File: src/hdl/buddy_page_allocator_macros.svh
// Assertion macros for the buddy page allocator controller.
`ifndef BUDDY_PAGE_ALLOCATOR_MACROS_SVH
`define BUDDY_PAGE_ALLOCATOR_MACROS_SVH

// Same-cycle implication, checked outside reset.
`define BPA_ASSERT_IMP(label, ante, cons) \
    label: assert property (@(posedge i_clk) disable iff (!i_rst_n) (ante) |-> (cons)) \
        else $error("bpa assertion failed");

// Next-cycle implication, checked outside reset.
`define BPA_ASSERT_NEXT(label, ante, cons) \
    label: assert property (@(posedge i_clk) disable iff (!i_rst_n) (ante) |=> (cons)) \
        else $error("bpa assertion failed");

`endif

File: src/hdl/bpa_pkg.sv
// Types and codes shared by the buddy page allocator modules.
package bpa_pkg;

    localparam int ORD_W  = 4;
    localparam int PAGE_W = 12;
    localparam int ST_W   = 2;

    localparam logic CMD_ALLOC = 1'b0;
    localparam logic CMD_FREE  = 1'b1;

    localparam logic [ST_W-1:0] ST_OK        = 2'd0;
    localparam logic [ST_W-1:0] ST_BAD_ORDER = 2'd1;
    localparam logic [ST_W-1:0] ST_NO_MEMORY = 2'd2;
    localparam logic [ST_W-1:0] ST_IGNORED   = 2'd3;

    typedef struct packed {
        logic              command;
        logic [ORD_W-1:0]  block_order;
        logic [PAGE_W-1:0] page_index;
    } t_in_word;

    typedef struct packed {
        logic [ST_W-1:0]   status;
        logic [PAGE_W-1:0] block_page;
        logic [ORD_W-1:0]  result_order;
    } t_out_word;

    typedef struct packed {
        logic             taken;
        logic             known;
        logic [ORD_W-1:0] order;
    } t_meta;

    typedef enum logic [2:0] {
        MEM_NONE, MEM_CLR, MEM_APP0, MEM_APP1, MEM_UNL1, MEM_UNL2, MEM_KILL_P
    } t_mem_op;

    typedef enum logic [2:0] {K_HOLD, K_MAX, K_INC, K_DEC, K_IN, K_META} t_k_op;
    typedef enum logic [2:0] {W_HOLD, W_INC, W_P, W_IN, W_HEAD, W_SPLIT, W_MERGE} t_w_op;
    typedef enum logic [2:0] {P_HOLD, P_ZERO, P_STEP, P_W, P_MERGE} t_p_op;
    typedef enum logic [1:0] {RES_ERR, RES_ALLOC, RES_FREE} t_res_src;

    typedef struct packed {
        t_mem_op         mem_op;
        logic            unl_free;
        t_k_op           k_op;
        t_w_op           w_op;
        t_p_op           p_op;
        logic            ld_top;
        logic            ld_ord;
        logic            res_ld;
        t_res_src        res_src;
        logic [ST_W-1:0] res_st;
    } t_dp_cmd;

    typedef struct packed {
        logic bad_order;
        logic bad_page;
        logic head_nil;
        logic k_is_max;
        logic k_eq_ord;
        logic init_fit;
        logic p_end;
        logic w_last;
        logic split_ok;
        logic merge_ok;
        logic meta_own;
        logic buddy_free;
    } t_dp_st;

endpackage

File: src/hdl/bpa_ctrl.sv
// Controller: sequences reset build, allocate split and free merge steps.
`include "buddy_page_allocator_macros.svh"
module bpa_ctrl (
    input  logic             i_clk,
    input  logic             i_rst_n,
    input  logic             i_in_valid,
    input  logic             i_is_free,
    output logic             o_in_ready,
    output logic             o_out_valid,
    input  logic             i_out_ready,
    input  bpa_pkg::t_dp_st  i_st,
    output bpa_pkg::t_dp_cmd o_cmd
);
    import bpa_pkg::*;

    typedef enum logic [4:0] {
        S_CLR, S_INIT_K, S_INIT_NEXT, S_IDLE, S_SRCH, S_SPLIT, S_FRD, S_FCHK,
        S_MERGE, S_MRD, S_MCHK, S_MERGE2, S_U0, S_U1, S_U2, S_APP0, S_APP1, S_RES
    } t_state;

    t_state          r_state, n_state, r_ret, n_ret;
    logic            r_valid, n_valid;
    logic [ST_W-1:0] r_res_st, n_res_st;
    t_res_src        r_res_src, n_res_src;
    logic            r_unl_free, n_unl_free;
    logic            out_free;
    t_dp_cmd         cmd;

    assign out_free = !r_valid || i_out_ready;

    always_comb begin
        n_state    = r_state;
        n_ret      = r_ret;
        n_valid    = r_valid && !i_out_ready;
        n_res_st   = r_res_st;
        n_res_src  = r_res_src;
        n_unl_free = r_unl_free;
        cmd.mem_op   = MEM_NONE;
        cmd.unl_free = r_unl_free;
        cmd.k_op     = K_HOLD;
        cmd.w_op     = W_HOLD;
        cmd.p_op     = P_HOLD;
        cmd.ld_top   = 1'b0;
        cmd.ld_ord   = 1'b0;
        cmd.res_ld   = 1'b0;
        cmd.res_src  = r_res_src;
        cmd.res_st   = r_res_st;
        unique case (r_state)
            S_CLR: begin
                cmd.mem_op = MEM_CLR;
                cmd.w_op   = W_INC;
                if (i_st.w_last) begin
                    cmd.p_op = P_ZERO;
                    cmd.k_op = K_MAX;
                    n_state  = S_INIT_K;
                end
            end
            S_INIT_K: begin
                if (i_st.p_end) begin
                    n_state = S_IDLE;
                end else if (i_st.init_fit) begin
                    cmd.w_op = W_P;
                    n_ret    = S_INIT_NEXT;
                    n_state  = S_APP0;
                end else begin
                    cmd.k_op = K_DEC;
                end
            end
            S_INIT_NEXT: begin
                cmd.p_op = P_STEP;
                cmd.k_op = K_MAX;
                n_state  = S_INIT_K;
            end
            S_IDLE: begin
                if (i_in_valid) begin
                    if (i_is_free == CMD_ALLOC) begin
                        if (i_st.bad_order) begin
                            n_res_st  = ST_BAD_ORDER;
                            n_res_src = RES_ERR;
                            n_state   = S_RES;
                        end else begin
                            cmd.k_op   = K_IN;
                            cmd.ld_ord = 1'b1;
                            n_unl_free = 1'b0;
                            n_state    = S_SRCH;
                        end
                    end else if (i_st.bad_page) begin
                        n_res_st  = ST_IGNORED;
                        n_res_src = RES_ERR;
                        n_state   = S_RES;
                    end else begin
                        cmd.w_op   = W_IN;
                        n_unl_free = 1'b1;
                        n_state    = S_FRD;
                    end
                end
            end
            S_SRCH: begin
                if (!i_st.head_nil) begin
                    cmd.ld_top = 1'b1;
                    cmd.w_op   = W_HEAD;
                    n_ret      = S_SPLIT;
                    n_state    = S_U0;
                end else if (i_st.k_is_max) begin
                    n_res_st  = ST_NO_MEMORY;
                    n_res_src = RES_ERR;
                    n_state   = S_RES;
                end else begin
                    cmd.k_op = K_INC;
                end
            end
            S_SPLIT: begin
                if (i_st.k_eq_ord) begin
                    n_res_st  = ST_OK;
                    n_res_src = RES_ALLOC;
                    n_state   = S_RES;
                end else begin
                    // upper half of the block goes to the next order down
                    cmd.k_op = K_DEC;
                    cmd.w_op = W_SPLIT;
                    if (i_st.split_ok) begin
                        n_ret   = S_SPLIT;
                        n_state = S_APP0;
                    end
                end
            end
            S_FRD: n_state = S_FCHK;
            S_FCHK: begin
                if (i_st.meta_own) begin
                    cmd.k_op = K_META;
                    cmd.p_op = P_W;
                    n_state  = S_MERGE;
                end else begin
                    n_res_st  = ST_IGNORED;
                    n_res_src = RES_ERR;
                    n_state   = S_RES;
                end
            end
            S_MERGE: begin
                if (i_st.merge_ok) begin
                    cmd.w_op = W_MERGE;
                    n_state  = S_MRD;
                end else begin
                    cmd.w_op  = W_P;
                    n_res_st  = ST_OK;
                    n_res_src = RES_FREE;
                    n_ret     = S_RES;
                    n_state   = S_APP0;
                end
            end
            S_MRD: n_state = S_MCHK;
            S_MCHK: begin
                if (i_st.buddy_free) begin
                    n_ret   = S_MERGE2;
                    n_state = S_U0;
                end else begin
                    cmd.w_op  = W_P;
                    n_res_st  = ST_OK;
                    n_res_src = RES_FREE;
                    n_ret     = S_RES;
                    n_state   = S_APP0;
                end
            end
            S_MERGE2: begin
                cmd.mem_op = MEM_KILL_P;
                cmd.p_op   = P_MERGE;
                cmd.k_op   = K_INC;
                n_state    = S_MERGE;
            end
            S_U0: n_state = S_U1;
            S_U1: begin
                cmd.mem_op = MEM_UNL1;
                n_state    = S_U2;
            end
            S_U2: begin
                cmd.mem_op = MEM_UNL2;
                n_state    = r_ret;
            end
            S_APP0: begin
                cmd.mem_op = MEM_APP0;
                n_state    = S_APP1;
            end
            S_APP1: begin
                cmd.mem_op = MEM_APP1;
                n_state    = r_ret;
            end
            S_RES: begin
                if (out_free) begin
                    cmd.res_ld = 1'b1;
                    n_valid    = 1'b1;
                    n_state    = S_IDLE;
                end
            end
            default: n_state = S_IDLE;
        endcase
    end

    always_ff @(posedge i_clk) begin
        if (!i_rst_n) begin
            r_state    <= S_CLR;
            r_ret      <= S_IDLE;
            r_valid    <= 1'b0;
            r_res_st   <= ST_OK;
            r_res_src  <= RES_ERR;
            r_unl_free <= 1'b0;
        end else begin
            r_state    <= n_state;
            r_ret      <= n_ret;
            r_valid    <= n_valid;
            r_res_st   <= n_res_st;
            r_res_src  <= n_res_src;
            r_unl_free <= n_unl_free;
        end
    end

    assign o_in_ready  = r_state == S_IDLE;
    assign o_out_valid = r_valid;
    assign o_cmd       = cmd;

    `BPA_ASSERT_NEXT(a_res_loads_word, (r_state == S_RES) && out_free, r_valid)
    `BPA_ASSERT_NEXT(a_res_to_idle, (r_state == S_RES) && out_free, r_state == S_IDLE)
    `BPA_ASSERT_NEXT(a_accept_leaves_idle, (r_state == S_IDLE) && i_in_valid,
                     r_state != S_IDLE)
    `BPA_ASSERT_IMP(a_ret_target, (r_state == S_U2) || (r_state == S_APP1),
                    (r_ret == S_SPLIT) || (r_ret == S_MERGE2) || (r_ret == S_RES) ||
                    (r_ret == S_INIT_NEXT))
endmodule

File: config.mk
export PLATFORM = sky130hd
export DESIGN_NAME = bpa_ctrl
export DESIGN_NICKNAME = d
export VERILOG_FILES = /design/src/hdl/bpa_pkg.sv /design/src/hdl/bpa_ctrl.sv
export VERILOG_INCLUDE_DIRS = /design/src /design/src/hdl
export SDC_FILE = /design/constraint.sdc
export NUM_CORES = 1
export LEC_CHECK = 0
export BUFFER_PORTS_ARGS = -buffer_cell sky130_fd_sc_hd__buf_2
export CAP_MARGIN = 10
export CORE_UTILIZATION = 26
export DETAILED_ROUTE_END_ITERATION = 10
export GPL_TIMING_DRIVEN = 1
export PLACE_DENSITY = 0.51
export SLEW_MARGIN = 10
export SYNTH_ARGS = -nofsm -noshare
export SYNTH_HDL_FRONTEND = slang
export SYNTH_SLANG_ARGS = --single-unit
File: constraint.sdc
create_clock -name i_clk -period 3.9 [get_ports i_clk]
set_input_delay 0.195 -clock i_clk [delete_from_list [all_inputs] [get_ports i_clk]]
set_output_delay 0.195 -clock i_clk [all_outputs]
set_load 0.03 [all_outputs]
== After elaboration in Yosys (flattened, before gate mapping) ==
Index checks and enable logic that the tools add are counted.
Widths: inputs -> output; s select.

* Register bits: 16
* Input port bits: 17
* Output and inout bits: 22
* Logic and storage cells: 136

* Equality and inequality tests: 38
* Multiplexer cells: 80
* Reduce and logical (&&, ||, !) cells: 12

{| class="wikitable"
|+ Operators with widths
! kind !! count
|-
| $mux 5 || 21
|-
| $pmux 5 s17 || 1
|-
| $mux 2 || 28
|-
| $eq 5x4->1 const B || 8
|-
| $ne 2x2->1 const B || 16
|-
| $pmux 5 s5 || 1
|-
| $pmux 2 s6 || 2
|-
| $pmux 3 s8 || 1
|-
| $mux 3 || 7
|-
| $pmux 3 s7 || 1
|-
| $eq 5x3->1 const B || 4
|-
| $pmux 3 s6 || 1
|-
| $mux 1 || 14
|-
| $mux 6 || 2
|-
| $pmux 3 s4 || 1
|-
| $eq 5x2->1 const B || 2
|-
| $eq 5x5->1 const B || 2
|-
| $reduce_and 10->1 || 1
|-
| $ne 3x3->1 const B || 3
|-
| $reduce_and 7->1 || 1
|-
| $ne 3x2->1 const B || 2
|-
| $reduce_and 6->1 || 1
|-
| $reduce_bool 6->1 || 1
|-
| $eq 5x1->1 const B || 1
|-
| other kinds (7) || 8
|}

== Logic depth before layout (Yosys ltp) ==
Gate-level depths: netlist of the first run.

* Word-level depth: 4
* Gate-level depth with buffers: 7
* Mapped depth without buffers: 5

== Worst setup path after synthesis of the first run ==
Ideal clock, no wire load.

* Path type: reg-to-output
* From: register r_state[2]
* To: output port o_cmd[15] (netlist name)
* Arrival: 2.017 ns
* Data required time: 3.705 ns
* Path slack: 1.688 ns
* Stages on the path, launching flop included: 6
* Buffers on the path: 1
* Path through: dfxtp_1 -> buf_2 -> nor3_1 -> nand3_1 -> nor3_1 -> or2_2

{| class="wikitable"
|+ RTL lines
! element !! line !! source
|-
| from (decl) || bpa_ctrl.sv:21 || <nowiki>t_state r_state, n_state, r_ret, n_ret;</nowiki>
|-
| from (signal assigned) || bpa_ctrl.sv:207 || <nowiki>r_state <= n_state;</nowiki>
|-
| to (decl) || bpa_ctrl.sv:12 || <nowiki>output bpa_pkg::t_dp_cmd o_cmd</nowiki>
|}

==> metrics.txt, run 1 <==
post-route cell area=1633 um2; maximum clock path buffer count=2; Clk pwr share=between 10% and 20%; average cell area after synthesis=about 7.7 um2; status=finished, final reports clean; GP Congestion=0.8856; EDFF count, synth=0; crit path time final=2.563 ns; DP HPWL=~3500 um; vias in the first global route=1,353; WS Path Type=reg2out; diode count=0; Arrival @ worst endpoint=about 2.4 ns; Skew-Pair Late Insertion Delay=0.25 ns; largest net degree at the start of global routing=27; CTS sink cnt=16; H-tree Lvls=1; crit path max fanout=24; Worst Setup End Kind=primary output; Root Driver=clkbuf_8; Detail Route Antenna Nets=0; Nets=225; DR pass1 iterations=4; max_cap viols=0; Die Width=74.56 um; fraction of registers with async set/reset=0%; fill count=591; Post-CTS Setup Repair Bufs=0; final WL=4576 um; Worst-Margin Slew=around 0.78 ns; Synth Flop Type=dfxtp_1; Slew Limit Fails=0; Slowest cell on crit path=dfxtp_1; Multi-input gate area=960.9 um2; Rows=26; gr usage total=16.83%; TritonCTS Buffers=3; combinational fraction of design power=64.3%; VDD IR max=0.3454 mV; Finished Core Util=32.17%; starting DRC count in detailed routing=around 190; CTS resizes=0; Worst path max stage delay=0.81 ns; # hold bufs at CTS=0; nature of the critical path startpoint=flop; cell-by-cell listing of the critical path=nor3b_2 > nand2_2 > or2_2 > nand3b_1 > buf_2; antenna violations before repair=0; port bufs=38; DR vias/cell=5.430; setup TNS=0 ns; DRC=0; Post-Syn Area=around 1400 um2; Final Power=1.394 mW; register area share after synthesis=23.40%; via count=between 1,500 and 2,000; first-pass GRT wire length=6996 um; Distinct cells, synth=59; final-report hold violation count=0; Power Density=853.7 nW/um2; gr ovfl total=0; core area=5075 um2; NetSw=761.0 uW; RSZ-0062 raised after global routing=false; Slew Limit Headroom=48.10%; Reg area=320.3 um2; CTS tree=yes; Req. time, crit path=3.70 ns; worst hold path type=in2reg; Setup Skew=0.007224 ns; final critical-path share of the clock period=about 66%; Initial Util=26.97%; Die ar.=between 5000 and 6000 um2; switch share=54.60%; Synth Warn #=0; FF+latch count, synth=16; maximum clock rate=approximately 0.39 GHz; Die Y=about 75 um; I/O pin cnt=39; Mapped Cells=around 180; static leakage=0.6590 nW; Clock transition at path regs=around 0.07 ns; Min Hold Slack=0.2646 ns; Final Setup Violations=0; DR WL/cell=16.52 um; syn nets=195; ratio of cells with drive above 1 in the final layout=28.99%; Internal=632.9 uW; Seq pwr share=roughly a quarter; Area growth syn-to-layout=19.29%; Post-DP Area=1578 um2
## stage by stage
step                      cells  worst slack, ns
final                       277            1.337
after global routing        277            1.165
after CTS                   277            1.348
after detailed placement    273            1.533
after global placement      273            1.510
after floorplan             178            1.688
## area by class of cell
class | instances | share of cell area [%]
multi-input cells | 144 | 58.85
inverters | 5 | 1.149
well taps | 70 | 5.364
clock buffers | 4 | 3.372
repair buffers | 38 | 11.65
flip-flops and latches | 16 | 19.62
## critical path, delay by kind of cell (launching register included)
| kind | cells | cell delay [ns] |
|---|---|---|
| and+or+nand+nor | 4 | 1.10 |
| DFF | 1 | 0.81 |
| buffers and inverters | 1 | 0.21 |
## layer usage
layer  part of all wire [%]  track usage (%)  up-vias
met3                    5.5            3.252        8
li1                       -                -      733
met2                     45            25.93       50
met5                      0                0        -
met4                    2.0            6.080        0
met1                     48            23.25      713
## state kept, by name, summed over array words and instances (netlist names)
signal       cells
r_unl_free       1
r_ret            5
o_out_valid      1
r_res_src        2
r_res_st         2
r_state          5
## synthesized netlist by cell type, drive strengths merged, types with 3 or more instances
master / n / area share [%]
a21oi: 10 / 4.2
nor3: 6 / 2.2
dfxtp: 16 / 23
nand2b: 6 / 2.7
buf: 9 / 3.9
mux2i: 5 / 3.7
nand3: 11 / 4.0
nand3b: 4 / 2.2
nand2: 18 / 5.3
clkbuf: 4 / 1.1
inv: 4 / 1.1
nor4: 3 / 2.5
or2: 4 / 1.8
nor2: 10 / 2.7
o31ai: 3 / 1.6
nor3b: 3 / 2.4
o21ai: 13 / 4.8
nor2b: 3 / 1.4
a211oi: 5 / 2.7
## power by group through the flow
| stage | clock network (mW) | logic [mW] | registers (mW) |
|---|---|---|---|
| floorplan | 0 | 0.771 | 0.259 |
| global placement | 0 | 0.896 | 0.348 |
| detailed placement | 0 | 0.894 | 0.345 |
| CTS | 0.156 | 0.898 | 0.341 |
| global route | 0.162 | 0.971 | 0.363 |
| finish | 0.150 | 0.897 | 0.347 |
## path summary, 6_finish.rpt
kind	slack, ns	start	to	cells after the start
worst max-delay path	1.34	r_state[2]$_SDFFE_PN0P_	o_cmd[14]	5
worst max register to register	1.53	r_state[2]$_SDFFE_PN0P_	r_state[1]$_SDFFE_PN0P_	5
worst min register to register	0.46	r_res_st[1]$_SDFFE_PN0P_	r_res_st[1]$_SDFFE_PN0P_	2
worst min-delay path	0.26	i_is_free	r_unl_free$_SDFFE_PN0P_	3
## cell usage in the layout, fill, tap and decap left out, types with 3 or more instances in the layout
master    synthesis  final
nand2_1          16     16
or2_2             4      4
a21oi_1           8      8
buf_2             7     38
nand3b_1          4      4
a211oi_1          5      5
mux2i_1           5      5
o21ai_0          13     13
nor2_1           10     10
nor2b_1           3      3
clkbuf_8          0      4
dfxtp_1          16     16
nand3_1          11     11
inv_1             4      4
o31ai_1           3      3
nor3_1            6      6
nand2b_1          6      6
## kinds of logic after synthesis
group,synth area share [%]
compound gates,26.88
xor+xnor,0.6400
buf+inv,6.398
flops,23.40
mux,5.302
simple gates,37.39
(Power assumes the default switching activity.)
==> run 2: changes to the inputs <==
Settings changed: ABC_AREA set to 1.
Clock period 3.9 ns to 2.4 ns, I/O delays scaled along.
==> metrics.txt, run 2 <==
final WL=about 4400 um; DR WL/cell=approximately 13 um; CTS tree=yes; Detail Route Antenna Nets=0; via count=1,615; CTS sink cnt=16; I/O pin cnt=39; # hold bufs at CTS=0; vias in the first global route=1,466; Slew Limit Fails=0; fill count=between 600 and 700; nature of the critical path startpoint=flop; fraction of registers with async set/reset=0%; average cell area after synthesis=5.913 um2; maximum clock rate=0.5042 GHz; area leader, netlist=dfxtp_1; Multi-input gate area=885.9 um2; starting DRC count in detailed routing=141; Final Setup Violations=0; ratio of cells with drive above 1 in the final layout=23.64%; crit path time final=approximately 2 ns; H-tree Lvls=1; Initial Util=a little over a quarter; GP Congestion=0.8794; Post-Syn Area=1401 um2; maximum clock path buffer count=2; Reg area=320.3 um2; reg2reg end=r_res_src[0]$_SDFFE_PN0P_; FF-to-FF setup slack=0.52 ns; Area growth syn-to-layout=20.80%; Post-Layout Cell Count=345; Die Width=between 70 and 80 um; Root Driver=clkbuf_8; DR pass1 iterations=4; largest net degree at the start of global routing=11; gr usage total=16.81%; Skew-Pair Late Insertion Delay=0.25 ns; worst r2r src=r_state[4]$_SDFFE_PN0P_; post-route cell area=1693 um2; Mapped Cells=237; RSZ-0062 raised after global routing=false; TritonCTS Buffers=3; most frequent cell after synthesis=nand2_1; port bufs=38; list of most frequent post-synthesis cells=nand2_1, nor2_1, inv_1; Die Y=75.42 um; Final Power=2.081 mW; Post-Place Cells=341; syn nets=approximately 250; commonest non-fill, non-tap cells in the layout=nand2_1, buf_2, nor2_1; worst reg2reg path depth=9; final critical-path share of the clock period=just over 80%; WS Path Type=reg2out; commonest non-fill, non-tap cell in the layout=nand2_1; VDD IR max=around 0.46 mV; setup TNS=0 ns; Worst Setup End Kind=primary output; Post-CTS Setup Repair Bufs=0; core area=between 5000 and 6000 um2; Arrival @ worst endpoint=1.86 ns; DRC=0; Setup Skew=0.003849 ns; Finished Core Util=32.94%; gr ovfl total=0; Synth top area share=22.86%; FF+latch count, synth=16; Nets=293; Rows=26; status=finished, final reports clean; DP HPWL=3606 um; Req. time, crit path=2.28 ns; CTS resizes=0; Worst-Margin Slew=0.4776 ns; EDFF count, synth=0; static leakage=0.9661 nW; register area share after synthesis=a little under a quarter; largest cells by area after synthesis=dfxtp_1, nand2_1, nand3_1; diode count=0; final-report hold violation count=0; Die ar.=5687 um2; Clock transition at path regs=0.06 ns; Post-DP Area=1638 um2; worst hold path type=in2reg; crit path max fanout=8; first-pass GRT wire length=7058 um; Critical Path End=o_cmd[13]; max_cap viols=0; top flop regs=r_ret (5), r_state (5); Distinct cells, synth=23; Synth Flop Type=dfxtp_1; Synth Warn #=0; DR vias/cell=around 4.7; antenna violations before repair=0; Slew Limit Headroom=68.12%; Power Density=1230 nW/um2; Crit. Startpoint=r_state[3]$_SDFFE_PN0P_
## run 2: through the flow
stage               hold slack, ns  setup slack [ns]
floorplan                   0.3066            0.5026
global placement            0.4209            0.4794
detailed placement          0.4176            0.5119
CTS                         0.1562            0.4307
global route                0.1650            0.2524
finish                      0.1542            0.4166
## run 2: critical path: stages, from the launching register on
cell     delay, ns
dfxtp_1       0.39
nor2_2        0.38
nand2_1       0.13
nor2_1        0.29
a21oi_1       0.14
nand4_1       0.08
buf_2         0.21
## run 2: metal layers
layer / wire length [um] / vias to the layer above / GRT usage, %
met1: 2103 / 703 / 22.44
met3: 235 / 6 / 3.571
met4: 57 / 0 / 3.292
met2: 1983 / 60 / 28.08
met5: 0 / - / 0
li1: - / 846 / -
## run 2: cells by family (layout without fill, tap and decap cells)
logic type / after synthesis / count (layout) / share of synthesized area (%)
buf+inv: 42 / 80 / 13.93
flops: 16 / 16 / 22.86
compound gates: 27 / 27 / 10.36
simple gates: 152 / 152 / 52.86
## run 2: how the worst min path moves through the flow
| stage | startpoint | to | slack [ns] | cells past startpoint |
|---|---|---|---|---|
| after floorplan | i_out_ready | o_out_valid$_SDFF_PN0_ | 0.31 | 3 |
| after global placement | i_out_ready | o_out_valid$_SDFF_PN0_ | 0.42 | 4 |
| after detailed placement | i_out_ready | o_out_valid$_SDFF_PN0_ | 0.42 | 4 |
| after CTS | i_rst_n | r_ret[1]$_SDFFE_PN1P_ | 0.16 | 2 |
| after global routing | i_rst_n | r_ret[1]$_SDFFE_PN1P_ | 0.17 | 2 |
| final | i_out_ready | o_out_valid$_SDFF_PN0_ | 0.15 | 4 |
## run 2: final cells by class
| class | instances | share of cell area, % |
|---|---|---|
| flip-flops and latches | 16 | 18.92 |
| clock buffers | 4 | 3.252 |
| multi-input cells | 179 | 52.33 |
| inverters | 37 | 8.647 |
| well taps | 70 | 5.174 |
| repair buffers | 39 | 11.68 |
## run 2: report_power, final
part	internal (mW)	switching, mW
clock network	0.145	0.0947
logic	0.422	1.00
registers	0.331	0.0860
